## config.mk

```make
export PLATFORM = sky130hd
export DESIGN_NAME = hcp_lattice_neighbor_index_top_flat
export DESIGN_NICKNAME = d
export VERILOG_FILES = /design/src/hw/rtl/hcp_nbr_pkg.sv /design/src/hw/rtl/hcp_nbr_in_if.sv /design/src/hw/rtl/hcp_nbr_out_if.sv /design/src/hw/rtl/hcp_nbr_cfg_if.sv /design/src/hw/rtl/hcp_nbr_cfg.sv /design/src/hw/rtl/hcp_nbr_div_stage.sv /design/src/hw/rtl/hcp_nbr_offset.sv /design/src/hw/rtl/hcp_lattice_neighbor_index_top.sv /design/src/flat_wrapper.sv
export SDC_FILE = /design/constraint.sdc
export NUM_CORES = 2
export LEC_CHECK = 0
export BUFFER_PORTS_ARGS = -buffer_cell sky130_fd_sc_hd__buf_2
export CAP_MARGIN = 40
export CORE_ASPECT_RATIO = 1.5
export CORE_MARGIN = 1
export CORE_UTILIZATION = 58
export CTS_BUF_LIST = sky130_fd_sc_hd__clkbuf_8 sky130_fd_sc_hd__clkbuf_16
export CTS_CLUSTER_DIAMETER = 40
export CTS_CLUSTER_SIZE = 30
export DETAILED_ROUTE_END_ITERATION = 12
export PLACE_DENSITY = 0.77
export SLEW_MARGIN = 20
export SYNTH_ARGS = -nofsm -noshare
export SYNTH_HDL_FRONTEND = slang
export SYNTH_SLANG_ARGS = --single-unit
```

## constraint.sdc

```tcl
create_clock -name clk -period 65 [get_ports clk]
set_clock_uncertainty 0.2 [all_clocks]
set_input_delay 13 -clock clk [delete_from_list [all_inputs] [get_ports clk]]
set_output_delay 13 -clock clk [all_outputs]
set_load 0.05 [all_outputs]
```

## src/hw/rtl/hcp_nbr_pkg.sv

```systemverilog
// Shared types, constants and the neighbor offset table of the HCP neighbor index block.
package hcp_nbr_pkg;

  localparam int IDX_W      = 30;
  localparam int DIR_W      = 4;
  localparam int CFG_W      = 11;
  localparam int CFG_IDX_W  = 2;
  localparam int NEIGHBOURS = 12;
  localparam int GROUPS     = 4;

  localparam logic [CFG_W-1:0] DIM_RESET = 11'd64;

  typedef enum logic [CFG_IDX_W-1:0] {
    CFG_ROWS    = 2'd0,
    CFG_COLUMNS = 2'd1,
    CFG_LAYERS  = 2'd2
  } cfg_reg_t;

  typedef logic signed [1:0] coef_t;

  localparam coef_t STEP_M1 = -2'sd1;
  localparam coef_t STEP_Z0 = 2'sd0;
  localparam coef_t STEP_P1 = 2'sd1;

  // coefficients of 1, rows and rows*columns
  typedef struct packed {
    coef_t one;
    coef_t row;
    coef_t plane;
  } step_t;

  // group index is {odd_layer, odd_column}
  localparam step_t STEP_TABLE [GROUPS][NEIGHBOURS] = '{
    // even layer, even column
    '{'{STEP_M1, STEP_Z0, STEP_Z0}, '{STEP_P1, STEP_Z0, STEP_Z0},
      '{STEP_M1, STEP_M1, STEP_Z0}, '{STEP_Z0, STEP_M1, STEP_Z0},
      '{STEP_M1, STEP_P1, STEP_Z0}, '{STEP_Z0, STEP_P1, STEP_Z0},
      '{STEP_Z0, STEP_M1, STEP_M1}, '{STEP_M1, STEP_Z0, STEP_M1},
      '{STEP_Z0, STEP_Z0, STEP_M1}, '{STEP_Z0, STEP_M1, STEP_P1},
      '{STEP_M1, STEP_Z0, STEP_P1}, '{STEP_Z0, STEP_Z0, STEP_P1}},
    // even layer, odd column
    '{'{STEP_M1, STEP_Z0, STEP_Z0}, '{STEP_P1, STEP_Z0, STEP_Z0},
      '{STEP_Z0, STEP_M1, STEP_Z0}, '{STEP_P1, STEP_M1, STEP_Z0},
      '{STEP_Z0, STEP_P1, STEP_Z0}, '{STEP_P1, STEP_P1, STEP_Z0},
      '{STEP_Z0, STEP_M1, STEP_M1}, '{STEP_Z0, STEP_Z0, STEP_M1},
      '{STEP_P1, STEP_Z0, STEP_M1}, '{STEP_Z0, STEP_M1, STEP_P1},
      '{STEP_Z0, STEP_Z0, STEP_P1}, '{STEP_P1, STEP_Z0, STEP_P1}},
    // odd layer, even column
    '{'{STEP_M1, STEP_Z0, STEP_Z0}, '{STEP_P1, STEP_Z0, STEP_Z0},
      '{STEP_Z0, STEP_M1, STEP_Z0}, '{STEP_P1, STEP_M1, STEP_Z0},
      '{STEP_Z0, STEP_P1, STEP_Z0}, '{STEP_P1, STEP_P1, STEP_Z0},
      '{STEP_Z0, STEP_Z0, STEP_M1}, '{STEP_P1, STEP_Z0, STEP_M1},
      '{STEP_Z0, STEP_P1, STEP_M1}, '{STEP_Z0, STEP_Z0, STEP_P1},
      '{STEP_P1, STEP_Z0, STEP_P1}, '{STEP_Z0, STEP_P1, STEP_P1}},
    // odd layer, odd column
    '{'{STEP_M1, STEP_Z0, STEP_Z0}, '{STEP_P1, STEP_Z0, STEP_Z0},
      '{STEP_M1, STEP_M1, STEP_Z0}, '{STEP_Z0, STEP_M1, STEP_Z0},
      '{STEP_M1, STEP_P1, STEP_Z0}, '{STEP_Z0, STEP_P1, STEP_Z0},
      '{STEP_M1, STEP_Z0, STEP_M1}, '{STEP_Z0, STEP_Z0, STEP_M1},
      '{STEP_Z0, STEP_P1, STEP_M1}, '{STEP_M1, STEP_Z0, STEP_P1},
      '{STEP_Z0, STEP_Z0, STEP_P1}, '{STEP_Z0, STEP_P1, STEP_P1}}
  };

  // word moving down the divider pipeline
  typedef struct packed {
    logic [IDX_W-1:0] src;
    logic [DIR_W-1:0] dir;
    logic             in_range;
    logic [IDX_W-1:0] rem;
    logic             lay_odd;
    logic             col_odd;
  } item_t;

endpackage

```

## src/hw/rtl/hcp_nbr_in_if.sv

```systemverilog
// Input channel interface: source voxel index and direction.
interface hcp_nbr_in_if;
  logic                           valid;
  logic                           ready;
  logic [hcp_nbr_pkg::IDX_W-1:0]  voxel_index;
  logic [hcp_nbr_pkg::DIR_W-1:0]  direction;

  modport source (output valid, output voxel_index, output direction, input ready);
  modport sink   (input valid, input voxel_index, input direction, output ready);
endinterface

```

## src/hw/rtl/hcp_nbr_out_if.sv

```systemverilog
// Result channel interface: neighbor index and out-of-range flag.
interface hcp_nbr_out_if;
  logic                           valid;
  logic                           ready;
  logic [hcp_nbr_pkg::IDX_W-1:0]  target_index;
  logic                           out_of_range;

  modport source (output valid, output target_index, output out_of_range, input ready);
  modport sink   (input valid, input target_index, input out_of_range, output ready);
endinterface

```

## src/hw/rtl/hcp_nbr_cfg_if.sv

```systemverilog
// Configuration write channel interface: register index and write data.
interface hcp_nbr_cfg_if;
  logic                               valid;
  logic                               ready;
  logic [hcp_nbr_pkg::CFG_IDX_W-1:0]  index;
  logic [hcp_nbr_pkg::CFG_W-1:0]      data;

  modport source (output valid, output index, output data, input ready);
  modport sink   (input valid, input index, input data, output ready);
endinterface

```

## src/hw/rtl/hcp_nbr_cfg.sv

```systemverilog
// Lattice dimension registers and the registered derived sizes (plane and voxel count).
module hcp_nbr_cfg #(
  parameter int DIM_BITS = 10
) (
  input  logic                   clk,
  input  logic                   rst_n,
  hcp_nbr_cfg_if.sink            cfg_ch,
  output logic [DIM_BITS:0]      r_eff,
  output logic [2*DIM_BITS:0]    cr,
  output logic [3*DIM_BITS:0]    vox,
  output logic                   busy
);

  localparam int DW  = DIM_BITS + 1;
  localparam int CRW = 2*DIM_BITS + 1;
  localparam int VW  = 3*DIM_BITS + 1;
  localparam int EW  = (DW > hcp_nbr_pkg::CFG_W) ? DW : hcp_nbr_pkg::CFG_W;
  localparam logic [EW-1:0] TOP = EW'(1) << DIM_BITS;
  // derived values go through three register levels
  localparam logic [1:0] SETTLE = 2'd3;

  logic [hcp_nbr_pkg::CFG_W-1:0] rows_r, columns_r, layers_r;
  logic [DW-1:0]  r_eff_r, c_eff_r, l_eff_r;
  logic [CRW-1:0] cr_r;
  logic [VW-1:0]  vox_r;
  logic [1:0]     settle_r, settle_nxt;

  function automatic logic [DW-1:0] eff_dim(logic [hcp_nbr_pkg::CFG_W-1:0] v);
    logic [EW-1:0] x;
    x = EW'(v);
    if (x == '0) x = EW'(1);
    if (x > TOP) x = TOP;
    return DW'(x);
  endfunction

  assign cfg_ch.ready = 1'b1;

  always_ff @(posedge clk) begin
    if (!rst_n) begin
      rows_r    <= hcp_nbr_pkg::DIM_RESET;
      columns_r <= hcp_nbr_pkg::DIM_RESET;
      layers_r  <= hcp_nbr_pkg::DIM_RESET;
    end else if (cfg_ch.valid && cfg_ch.ready) begin
      unique case (cfg_ch.index)
        hcp_nbr_pkg::CFG_ROWS:    rows_r    <= cfg_ch.data;
        hcp_nbr_pkg::CFG_COLUMNS: columns_r <= cfg_ch.data;
        hcp_nbr_pkg::CFG_LAYERS:  layers_r  <= cfg_ch.data;
        default: ;
      endcase
    end
  end

  always_comb begin
    settle_nxt = settle_r;
    if (cfg_ch.valid && cfg_ch.ready) settle_nxt = SETTLE;
    else if (settle_r != '0)          settle_nxt = settle_r - 2'd1;
  end

  always_ff @(posedge clk) begin
    if (!rst_n) settle_r <= SETTLE;
    else        settle_r <= settle_nxt;
  end

  always_ff @(posedge clk) begin
    r_eff_r <= eff_dim(rows_r);
    c_eff_r <= eff_dim(columns_r);
    l_eff_r <= eff_dim(layers_r);
    cr_r    <= CRW'(r_eff_r) * CRW'(c_eff_r);
    vox_r   <= VW'(cr_r) * VW'(l_eff_r);
  end

  assign r_eff = r_eff_r;
  assign cr    = cr_r;
  assign vox   = vox_r;
  assign busy  = (settle_r != '0);

endmodule

```

## src/hw/rtl/hcp_nbr_div_stage.sv

```systemverilog
// One restoring-division step: conditional subtract of a shifted divisor, one quotient bit.
module hcp_nbr_div_stage #(
  parameter int PW    = 31,
  parameter int DVW   = 21,
  parameter int SHIFT = 0,
  parameter bit LAYER = 1'b1
) (
  input  logic                clk,
  input  logic                rst_n,
  input  logic                en,
  input  logic                in_valid,
  input  hcp_nbr_pkg::item_t  in_item,
  input  logic [DVW-1:0]      divisor,
  output logic                out_valid,
  output hcp_nbr_pkg::item_t  out_item
);

  logic [PW-1:0]       rem_ext, sub;
  logic                take;
  hcp_nbr_pkg::item_t  item_nxt, item_r;
  logic                valid_r;

  always_comb begin
    rem_ext  = PW'(in_item.rem);
    sub      = PW'(divisor) << SHIFT;
    take     = (rem_ext >= sub);
    item_nxt = in_item;
    if (take) item_nxt.rem = hcp_nbr_pkg::IDX_W'(rem_ext - sub);
    // only the quotient LSB matters: it is the parity
    if (SHIFT == 0) begin
      if (LAYER) item_nxt.lay_odd = take;
      else       item_nxt.col_odd = take;
    end
  end

  always_ff @(posedge clk) begin
    if (!rst_n)  valid_r <= 1'b0;
    else if (en) valid_r <= in_valid;
  end

  always_ff @(posedge clk) begin
    if (en) item_r <= item_nxt;
  end

  assign out_valid = valid_r;
  assign out_item  = item_r;

endmodule

```

## src/hw/rtl/hcp_nbr_offset.sv

```systemverilog
// Offset table lookup, neighbor sum and range check; its last stage is the output register.
module hcp_nbr_offset #(
  parameter int DW  = 11,
  parameter int CRW = 21,
  parameter int VW  = 31,
  parameter int SW  = 33
) (
  input  logic                            clk,
  input  logic                            rst_n,
  input  logic                            en,
  input  logic                            in_valid,
  input  hcp_nbr_pkg::item_t              in_item,
  input  logic [DW-1:0]                   r_eff,
  input  logic [CRW-1:0]                  cr,
  input  logic [VW-1:0]                   vox,
  output logic                            out_valid,
  output logic [hcp_nbr_pkg::IDX_W-1:0]   out_target,
  output logic                            out_oor
);

  hcp_nbr_pkg::step_t              coef;
  logic [1:0]                      grp;
  logic [hcp_nbr_pkg::DIR_W-1:0]   didx;
  logic signed [SW-1:0]            r_s, cr_s, row_term, plane_term, val_nxt, vox_s;

  logic                            a_valid_r, a_ok_r;
  logic signed [SW-1:0]            a_val_r;
  logic [hcp_nbr_pkg::IDX_W-1:0]   a_src_r;

  logic                            ok;
  logic                            out_valid_r, out_oor_r;
  logic [hcp_nbr_pkg::IDX_W-1:0]   out_target_r, target_nxt;

  // stage A: neighbor sum
  always_comb begin
    grp  = {in_item.lay_odd, in_item.col_odd};
    didx = in_item.in_range ? in_item.dir : '0;
    coef = hcp_nbr_pkg::STEP_TABLE[grp][didx];
    r_s  = SW'($signed({1'b0, r_eff}));
    cr_s = SW'($signed({1'b0, cr}));
    unique case (coef.row)
      hcp_nbr_pkg::STEP_M1: row_term = -r_s;
      hcp_nbr_pkg::STEP_P1: row_term = r_s;
      default:              row_term = '0;
    endcase
    unique case (coef.plane)
      hcp_nbr_pkg::STEP_M1: plane_term = -cr_s;
      hcp_nbr_pkg::STEP_P1: plane_term = cr_s;
      default:              plane_term = '0;
    endcase
    val_nxt = SW'($signed({1'b0, in_item.src})) + SW'(coef.one) + row_term + plane_term;
  end

  always_ff @(posedge clk) begin
    if (!rst_n)  a_valid_r <= 1'b0;
    else if (en) a_valid_r <= in_valid;
  end

  always_ff @(posedge clk) begin
    if (en) begin
      a_val_r <= val_nxt;
      a_src_r <= in_item.src;
      a_ok_r  <= in_item.in_range;
    end
  end

  // stage B: range check and select
  always_comb begin
    vox_s      = SW'($signed({1'b0, vox}));
    ok         = a_ok_r && !a_val_r[SW-1] && (a_val_r < vox_s);
    target_nxt = ok ? a_val_r[hcp_nbr_pkg::IDX_W-1:0] : a_src_r;
  end

  always_ff @(posedge clk) begin
    if (!rst_n)  out_valid_r <= 1'b0;
    else if (en) out_valid_r <= a_valid_r;
  end

  always_ff @(posedge clk) begin
    if (en) begin
      out_target_r <= target_nxt;
      out_oor_r    <= !ok;
    end
  end

  assign out_valid  = out_valid_r;
  assign out_target = out_target_r;
  assign out_oor    = out_oor_r;

endmodule

```

## src/hw/rtl/hcp_lattice_neighbor_index_top.sv

```systemverilog
// Top level: HCP lattice neighbor index pipeline (parity dividers, offset sum, range check).
// Word path: input register, layer and column divider stages, sum register, output register.
// Throughput: one word per cycle; the two restoring dividers take one quotient bit per stage.
// The whole pipeline advances together and holds while the output word waits.
// Reset and every config write hold in_ch.ready low while plane and voxel
// counts are recomputed; after reset all dimensions are 64.
module hcp_lattice_neighbor_index_top #(
  parameter int DIM_BITS = 10
) (
  input  logic           clk,
  input  logic           rst_n,
  hcp_nbr_in_if.sink     in_ch,
  hcp_nbr_out_if.source  out_ch,
  hcp_nbr_cfg_if.sink    cfg_ch
);

  localparam int DW     = DIM_BITS + 1;
  localparam int CRW    = 2*DIM_BITS + 1;
  localparam int VW     = 3*DIM_BITS + 1;
  localparam int PW     = ((VW > hcp_nbr_pkg::IDX_W) ? VW : hcp_nbr_pkg::IDX_W) + 1;
  localparam int SW     = PW + 2;
  localparam int NSTAGE = 2*DIM_BITS;

  logic [DW-1:0]  r_eff;
  logic [CRW-1:0] cr;
  logic [VW-1:0]  vox;
  logic           cfg_busy;
  logic           adv, in_accept;

  logic                s0_valid_r;
  hcp_nbr_pkg::item_t  s0_item_r, s0_item_nxt;

  logic                stg_valid [0:NSTAGE];
  hcp_nbr_pkg::item_t  stg_item  [0:NSTAGE];

  hcp_nbr_cfg #(.DIM_BITS(DIM_BITS)) u_cfg (
    .clk    (clk),
    .rst_n  (rst_n),
    .cfg_ch (cfg_ch),
    .r_eff  (r_eff),
    .cr     (cr),
    .vox    (vox),
    .busy   (cfg_busy)
  );

  assign adv          = !out_ch.valid || out_ch.ready;
  assign in_ch.ready  = adv && !cfg_busy;
  assign in_accept    = in_ch.valid && in_ch.ready;

  always_comb begin
    s0_item_nxt.src      = in_ch.voxel_index;
    s0_item_nxt.dir      = in_ch.direction;
    s0_item_nxt.in_range = (in_ch.direction < hcp_nbr_pkg::DIR_W'(hcp_nbr_pkg::NEIGHBOURS))
                           && (PW'(in_ch.voxel_index) < PW'(vox));
    s0_item_nxt.rem      = in_ch.voxel_index;
    s0_item_nxt.lay_odd  = 1'b0;
    s0_item_nxt.col_odd  = 1'b0;
  end

  always_ff @(posedge clk) begin
    if (!rst_n)   s0_valid_r <= 1'b0;
    else if (adv) s0_valid_r <= in_accept;
  end

  always_ff @(posedge clk) begin
    if (adv) s0_item_r <= s0_item_nxt;
  end

  assign stg_valid[0] = s0_valid_r;
  assign stg_item[0]  = s0_item_r;

  // layer = index / (rows*columns), then column = remainder / rows
  for (genvar k = 0; k < DIM_BITS; k++) begin : g_layer
    hcp_nbr_div_stage #(
      .PW(PW), .DVW(CRW), .SHIFT(DIM_BITS-1-k), .LAYER(1'b1)
    ) u_stage (
      .clk       (clk),
      .rst_n     (rst_n),
      .en        (adv),
      .in_valid  (stg_valid[k]),
      .in_item   (stg_item[k]),
      .divisor   (cr),
      .out_valid (stg_valid[k+1]),
      .out_item  (stg_item[k+1])
    );
  end

  for (genvar j = 0; j < DIM_BITS; j++) begin : g_column
    hcp_nbr_div_stage #(
      .PW(PW), .DVW(DW), .SHIFT(DIM_BITS-1-j), .LAYER(1'b0)
    ) u_stage (
      .clk       (clk),
      .rst_n     (rst_n),
      .en        (adv),
      .in_valid  (stg_valid[DIM_BITS+j]),
      .in_item   (stg_item[DIM_BITS+j]),
      .divisor   (r_eff),
      .out_valid (stg_valid[DIM_BITS+j+1]),
      .out_item  (stg_item[DIM_BITS+j+1])
    );
  end

  hcp_nbr_offset #(.DW(DW), .CRW(CRW), .VW(VW), .SW(SW)) u_offset (
    .clk        (clk),
    .rst_n      (rst_n),
    .en         (adv),
    .in_valid   (stg_valid[NSTAGE]),
    .in_item    (stg_item[NSTAGE]),
    .r_eff      (r_eff),
    .cr         (cr),
    .vox        (vox),
    .out_valid  (out_ch.valid),
    .out_target (out_ch.target_index),
    .out_oor    (out_ch.out_of_range)
  );

  // a config write blocks new words until derived sizes settle
  a_cfg_blocks_input: assert property (@(posedge clk) disable iff (!rst_n)
    (cfg_ch.valid && cfg_ch.ready) |=> !in_ch.ready)
    else $error("input accepted right after a config write");

  // a waiting result freezes the whole pipeline, input included
  a_stall_blocks_input: assert property (@(posedge clk) disable iff (!rst_n)
    (out_ch.valid && !out_ch.ready) |-> !in_ch.ready)
    else $error("input ready while output word is stalled");

  // a stalled pipeline keeps its first stage
  a_stall_holds_s0: assert property (@(posedge clk) disable iff (!rst_n)
    !adv |=> $stable(s0_valid_r))
    else $error("first stage changed during a stall");

endmodule

```

## src/flat_wrapper.sv

```systemverilog
// flat-port wrapper written by rule: the top's interface ports become plain ports
module hcp_lattice_neighbor_index_top_flat 
#(
  parameter int DIM_BITS = 10
)
  (clk, rst_n, in_ch_valid, in_ch_voxel_index, in_ch_direction, in_ch_ready, out_ch_valid, out_ch_target_index, out_ch_out_of_range, out_ch_ready, cfg_ch_valid, cfg_ch_index, cfg_ch_data, cfg_ch_ready);
  hcp_nbr_in_if in_ch_i ();
  hcp_nbr_out_if out_ch_i ();
  hcp_nbr_cfg_if cfg_ch_i ();
  input  logic clk;
  input  logic rst_n;
  input wire logic [$bits(in_ch_i.valid)-1:0] in_ch_valid;
  input wire logic [$bits(in_ch_i.voxel_index)-1:0] in_ch_voxel_index;
  input wire logic [$bits(in_ch_i.direction)-1:0] in_ch_direction;
  output wire logic [$bits(in_ch_i.ready)-1:0] in_ch_ready;
  output wire logic [$bits(out_ch_i.valid)-1:0] out_ch_valid;
  output wire logic [$bits(out_ch_i.target_index)-1:0] out_ch_target_index;
  output wire logic [$bits(out_ch_i.out_of_range)-1:0] out_ch_out_of_range;
  input wire logic [$bits(out_ch_i.ready)-1:0] out_ch_ready;
  input wire logic [$bits(cfg_ch_i.valid)-1:0] cfg_ch_valid;
  input wire logic [$bits(cfg_ch_i.index)-1:0] cfg_ch_index;
  input wire logic [$bits(cfg_ch_i.data)-1:0] cfg_ch_data;
  output wire logic [$bits(cfg_ch_i.ready)-1:0] cfg_ch_ready;
  assign in_ch_i.valid = in_ch_valid;
  assign in_ch_i.voxel_index = in_ch_voxel_index;
  assign in_ch_i.direction = in_ch_direction;
  assign in_ch_ready = in_ch_i.ready;
  assign out_ch_valid = out_ch_i.valid;
  assign out_ch_target_index = out_ch_i.target_index;
  assign out_ch_out_of_range = out_ch_i.out_of_range;
  assign out_ch_i.ready = out_ch_ready;
  assign cfg_ch_i.valid = cfg_ch_valid;
  assign cfg_ch_i.index = cfg_ch_index;
  assign cfg_ch_i.data = cfg_ch_data;
  assign cfg_ch_ready = cfg_ch_i.ready;
  hcp_lattice_neighbor_index_top #(.DIM_BITS(DIM_BITS)) u_core (.clk(clk), .rst_n(rst_n), .in_ch(in_ch_i), .out_ch(out_ch_i), .cfg_ch(cfg_ch_i));
endmodule
```

# Word-level counts from Yosys, hierarchy flattened

Cells that the tools add are included.

Bits in registers: 1556
Output and inout bits: 34

Add/subtract/negate cells: 25
Multipliers: 2
Order comparisons: 28
Equality and inequality tests: 6
Mux-type cells: 32
Bitwise logic cells: 3
Reduce and logical (&&, ||, !) cells: 19

Operators by type and width:

| operator                                                       | count |
|---|---|
| 30-bit 2-to-1 mux                                              | 20 |
| 72-bit binary-select mux with 2-bit select                     | 1 |
| 72-bit 2-to-1 mux                                              | 2 |
| 34-bit case mux with 2 select lines                            | 2 |
| 32-bit by 34-bit adder with 34-bit output                      | 1 |
| 34-bit adder                                                   | 1 |
| 34-bit by 32-bit < comparator with 1-bit output                | 1 |
| 11-bit negation with 34-bit output                             | 1 |
| 21-bit negation with 34-bit output                             | 1 |
| 11-bit greater-than comparator, second input constant          | 3 |
| 11-bit zero test                                               | 3 |
| 11-bit 2-to-1 mux                                              | 3 |
| 31-bit by 2-bit adder with 32-bit output                       | 1 |
| 30-bit by 31-bit < comparator with 1-bit output                | 1 |
| 21-bit by 11-bit multiplier with 31-bit output                 | 1 |
| 30-bit by 11-bit greater-or-equal comparator with 1-bit output | 1 |
| 30-bit by 12-bit greater-or-equal comparator with 1-bit output | 1 |
| 30-bit by 13-bit greater-or-equal comparator with 1-bit output | 1 |
| 30-bit by 14-bit greater-or-equal comparator with 1-bit output | 1 |
| 30-bit by 15-bit greater-or-equal comparator with 1-bit output | 1 |
| 30-bit by 16-bit greater-or-equal comparator with 1-bit output | 1 |
| 30-bit by 17-bit greater-or-equal comparator with 1-bit output | 1 |
| 30-bit by 18-bit greater-or-equal comparator with 1-bit output | 1 |
| 30-bit by 19-bit greater-or-equal comparator with 1-bit output | 1 |
| 50 further kinds                                               | 64 |

# Longest topological paths before layout

Word-level depth: 11
Gate-level depth with buffers: 26
Mapped depth without buffers: 25

# Hierarchy

Synthesis repeated with hierarchy kept, for this count alone.

Cell total of the unflattened synthesis: 8253
Area, all modules: 94545.7 um^2

By module, submodules not included:

| module                                         | instances | cells an instance | area an instance (um^2) | seq. area each (um^2) |
|---|---|---|---|---|
| hcp_nbr_cfg                                    | 1         | 1604              | 14560.2                 | 2402.3 |
| hcp_nbr_offset                                 | 1         | 1094              | 9930.8                  | 2922.8 |
| hcp_nbr_div_stage (u_core.g_layer[1].u_stage)  | 1         | 318               | 3863.7                  | 2031.9 |
| hcp_nbr_div_stage (u_core.g_layer[8].u_stage)  | 1         | 348               | 3841.2                  | 2031.9 |
| hcp_nbr_div_stage (u_core.g_layer[7].u_stage)  | 1         | 319               | 3676.0                  | 2031.9 |
| hcp_nbr_div_stage (u_core.g_layer[5].u_stage)  | 1         | 301               | 3673.5                  | 2031.9 |
| hcp_nbr_div_stage (u_core.g_layer[9].u_stage)  | 1         | 329               | 3669.8                  | 2031.9 |
| hcp_nbr_div_stage (u_core.g_layer[4].u_stage)  | 1         | 312               | 3661.0                  | 2031.9 |
| hcp_nbr_div_stage (u_core.g_layer[2].u_stage)  | 1         | 313               | 3607.2                  | 2031.9 |
| hcp_nbr_div_stage (u_core.g_layer[6].u_stage)  | 1         | 307               | 3577.2                  | 2031.9 |
| hcp_nbr_div_stage (u_core.g_layer[0].u_stage)  | 1         | 288               | 3569.7                  | 2031.9 |
| hcp_nbr_div_stage (u_core.g_layer[3].u_stage)  | 1         | 309               | 3557.2                  | 2031.9 |
| hcp_nbr_div_stage (u_core.g_column[9].u_stage) | 1         | 251               | 3248.1                  | 2031.9 |
| hcp_nbr_div_stage (u_core.g_column[0].u_stage) | 1         | 224               | 3226.8                  | 2031.9 |
| +9 rows                                        | --        | --                | --                      | -- |

# Worst setup path after synthesis

OpenSTA, ideal clock, no wires.

Path kind: input to output
From: input port out_ch_ready
To: output port in_ch_ready
Data arrival time: 53338 ps
Path slack: -1538 ps
Stages on the path: 5
Buffers on the path: 2
Cell sequence: nor2b_1 > clkbuf_1 > inv_1 > buf_1 > and2_1

Cells in the longest elaborated chain, start to end: 2

RTL lines:

| item              | RTL line                             | RTL |
|---|---|---|
| start, declared   | flat_wrapper.sv:19                   | `input wire logic [$bits(out_ch_i.ready)-1:0] out_ch_ready;` |
| 1-bit logical OR  | hcp_lattice_neighbor_index_top.sv:46 | `assign adv = !out_ch.valid \|\| out_ch.ready;` |
| 1-bit logical AND | hcp_lattice_neighbor_index_top.sv:47 | `assign in_ch.ready = adv && !cfg_busy;` |
| end, declared     | flat_wrapper.sv:15                   | `output wire logic [$bits(in_ch_i.ready)-1:0] in_ch_ready;` |

Every way passes these cells.

# Final worst setup path

Same ends and word-level chain as after synthesis.

==> results_dict.tcl <==
set metrics [dict create \
    slew_headroom_pct 30.68 \
    r2r-start "u_core.g_column[9].u_stage.out_item[36]$_DFFE_PN_" \
    power_density_nw_per_um2 39.71 \
    via_per_inst 5.850 \
    crit_top_cell "buf_2" \
    clock-sinks 1511 \
    grt_pass1_wl_um 298900 \
    grt_setup_unrepaired "no" \
    design.core.area_um2 142900 \
    via_count 53310 \
    clock.fmax_mhz 36.28 \
    insertion_delay_ps 820 \
    h-tree-depth 4 \
    track_usage_pct 26.95 \
    ctsResizeCount 0 \
    grt_max_degree 202 \
    vdd_ir_drop_max_uv 30.18 \
    postCtsSetupRepairBufs 0 \
    cts_tree "done" \
    period_needed_ps 27570 \
    status "finished clean" \
    chipWidth_um 311.5 \
    ys_seq_area_share_pct 52.73 \
    synth_area_per_cell_um2 11.98 \
    ios 86 \
    start_util_pct 58.30 \
    hold_depth 0 \
    synth_edf_count 1368 \
    path_cells "buf_2, nor2b_2, buf_8, inv_8, and2_1, buf_2" \
    synth.largest_area_cell "edfxtp_1" \
    wl_um 194100 \
    synth_area_leaders "edfxtp_1, ha_1, fa_1" \
    layout.nets 8031 \
    postCtsHoldBufs 0 \
    cp_max_fo 76 \
    grt_pass1_vias 54450 \
    post-route-period-util_pct 42.41 \
    clk_pin_slew_ps 90 \
    clk_path_buf_depth 3 \
    clockRootBuffer "clkbuf_16" \
    fin_setup_tns_ps 0 \
    p_leak_uw 0.03714 \
    crit_type "primary input to output port" \
    placedInstanceArea_um2 86370 \
    synthFlopType "edfxtp_1" \
    drive_gt1_share_pct 7.770 \
    antenna_found_initial 7 \
    die_area_um2 145200 \
    cap_violations 0 \
    overflow 0 \
    drv_slew 0 \
    yosysWarnings 0 \
    worstHoldPathType "flip-flop to flip-flop" \
    drt-wirelength-per-cell_um 21.30 \
    cts_buffers 144 \
    crit_path_start "out_ch_ready" \
    fin_area_um2 91730 \
    drc 0 \
    ys_ff_latch 1511 \
    ys_types 86 \
    first_pass_iters 6 \
    rows 170 \
    gp_congestion 0.9341 \
    setup_viol 0 \
    async_flop_share_pct 0 \
    cpPeakStageDelay_ps 450 \
    synth_area_um2 83340 \
    dp_hpwl_um 143400 \
    slowest_stage "nor2b_2" \
    fillers 10660 \
    drt_iter0_drc 3787 \
    worstPathRequired_ps 51800 \
    r2r_cells 20 \
    synthesis.nets 7888 \
    numPortBuffers 84 \
    end_kind "output port" \
    min-delay-start "u_core.g_column[0].u_stage.out_item[49]$_DFFE_PN_" \
    ff_latch_area_um2 43940 \
    synth_top_cell_area_share_pct 49.29 \
    tightest_slew_ps 1040 \
    synthCells 6957 \
    hold_violations 0 \
    dieHeight_um 466.3 \
    hold_slack_ps 193.0 \
    syn2layout_area_growth_pct 10.07 \
    critPathLaunchType "primary input" \
    multi_input_area_um2 36430 \
    cp.arrival_ps 14370 \
    detail-route-antenna-nets 0 \
]
-- final cells by class --
class                           count  share of cell area (%)
Tap cell                         1892                   2.581
Timing Repair Buffer              175                   1.534
Clock inverter                    119                   1.740
Sequential cell                  1511                   47.90
Inverter                          614                   2.521
Clock buffer                      147                   3.998
Multi-Input combinational cell   4654                   39.72
Antenna cell                        1                0.002728
-- cell usage in the layout (no fill, tap or decap), types with 31 or more instances in the layout --
| cell type | count |
|---|---|
| a211oi_1 | 35 |
| a21boi_0 | 67 |
| a21o_1 | 162 |
| a21oi_1 | 340 |
| a31oi_1 | 32 |
| and2_1 | 164 |
| and3_1 | 31 |
| buf_2 | 85 |
| buf_4 | 62 |
| clkbuf_16 | 146 |
| dfxtp_1 | 143 |
| edfxtp_1 | 1368 |
| fa_1 | 330 |
| ha_1 | 549 |
| inv_1 | 621 |
| mux2_2 | 77 |
| mux2i_1 | 60 |
| nand2_1 | 658 |
| nand2b_1 | 75 |
| nand3_1 | 88 |
| nand4_1 | 68 |
| nor2_1 | 348 |
| nor2b_1 | 138 |
| nor3_1 | 113 |
| nor4_1 | 73 |
| o21a_1 | 54 |
| o21ai_0 | 317 |
| o31ai_1 | 55 |
| or3_1 | 41 |
| xnor2_1 | 255 |
| xor2_1 | 219 |
-- report_power, final --
group / leakage (uW) / total (uW) / switching, uW / internal [uW]
Sequential: 0.0156 / 1520 / 166 / 1350
Combinational: 0.0190 / 1220 / 703 / 519
Clock: 0.00255 / 902 / 430 / 471
Total: 0.0371 / 3640 / 1300 / 2340
-- worst paths after layout --
| kind | slack, ps | to |
|---|---|---|
| hold reg to reg | 190 | u_core.g_column[1].u_stage.out_item[49]$_DFFE_PN_ |
| setup reg to reg | 57810 | u_core.u_offset.a_val_r[31]$_DFFE_PN_ |
| hold / removal | 190 | u_core.g_column[1].u_stage.out_item[49]$_DFFE_PN_ |
| setup / recovery | 37430 | in_ch_ready |
-- cells in the mapped netlist (12+ instances only) --
cell type	instances
xor2_1	219
a21oi_1	341
nor3_1	113
mux2_2	77
edfxtp_1	1368
or2_2	27
or4_1	15
xnor2_1	255
nand2b_1	75
o21bai_1	27
and2_1	164
mux2i_1	60
fa_1	330
nor2_1	349
a21o_1	162
inv_1	613
a31oi_1	32
nand3_1	89
a21boi_0	67
nand4_1	68
nor4_1	73
clkbuf_1	151
dfxtp_1	143
ha_1	549
nor4b_1	19
o21a_1	54
nand2_1	658
a211oi_1	35
o211ai_1	12
and3_1	31
nand4b_1	18
or3_1	41
o21ai_0	318
o31ai_1	56
nor2b_1	139
-- routing by layer --
metal | global-route usage (%) | vias up | part of all wire [%] | routed length, um
li1 | - | 25080 | - | -
met1 | 29.40 | 26100 | 36 | 69980
met2 | 48.10 | 1562 | 51 | 99950
met3 | 4.843 | 558 | 5.6 | 10890
met4 | 17.38 | 6 | 6.8 | 13270
met5 | 0 | - | 0.021 | 41
-- per-stage QoR --
| step | worst slack (ps) | cells | total power [uW] | util [%] |
|---|---|---|---|---|
| after floorplan | 3214 | 6957 | 2378 | - |
| after global placement | 37010 | 8818 | 2693 | 60.15 |
| after detailed placement | 37410 | 8838 | 2735 | 60.43 |
| after CTS | 37410 | 9104 | 3645 | 64.11 |
| after global routing | 37320 | 9113 | 3838 | 64.18 |
| final | 37430 | 9113 | 3643 | 64.18 |
-- registers in the layout, indices dropped and copies added (netlist names), 2 cells and up --
register	flops
u_core.u_cfg.rows_r	11
u_core.g_column.u_stage.out_valid	10
u_core.u_cfg.cr	21
u_core.u_cfg.settle_r	2
u_core.s0_item_r	35
u_core.g_layer.u_stage.out_item	606
u_core.u_offset.a_val_r	34
u_core.u_offset.a_src_r	30
u_core.u_offset.out_target	30
u_core.g_column.u_stage.out_item	631
u_core.u_cfg.columns_r	11
u_core.u_cfg.l_eff_r	11
u_core.u_cfg.c_eff_r	11
u_core.g_layer.u_stage.out_valid	10
u_core.u_cfg.r_eff	11
u_core.u_cfg.vox	31
u_core.u_cfg.layers_r	11
-- logic make-up after synthesis --
kind of cell	share of synthesized area, %
AOI/OAI and AO/OA	9.393
xor gates and xnor gates	4.982
adders and majority gates	16.17
buffers and inverters	3.624
DFF	52.73
muxes	1.761
other	0.004500
and+or+nand+nor	11.34
-- critical path: cells and delay by family --
family        cells  cell delay (ps)
buf+inv           4              660
simple gates      2              670
Power figures use the tool's default switching activity.
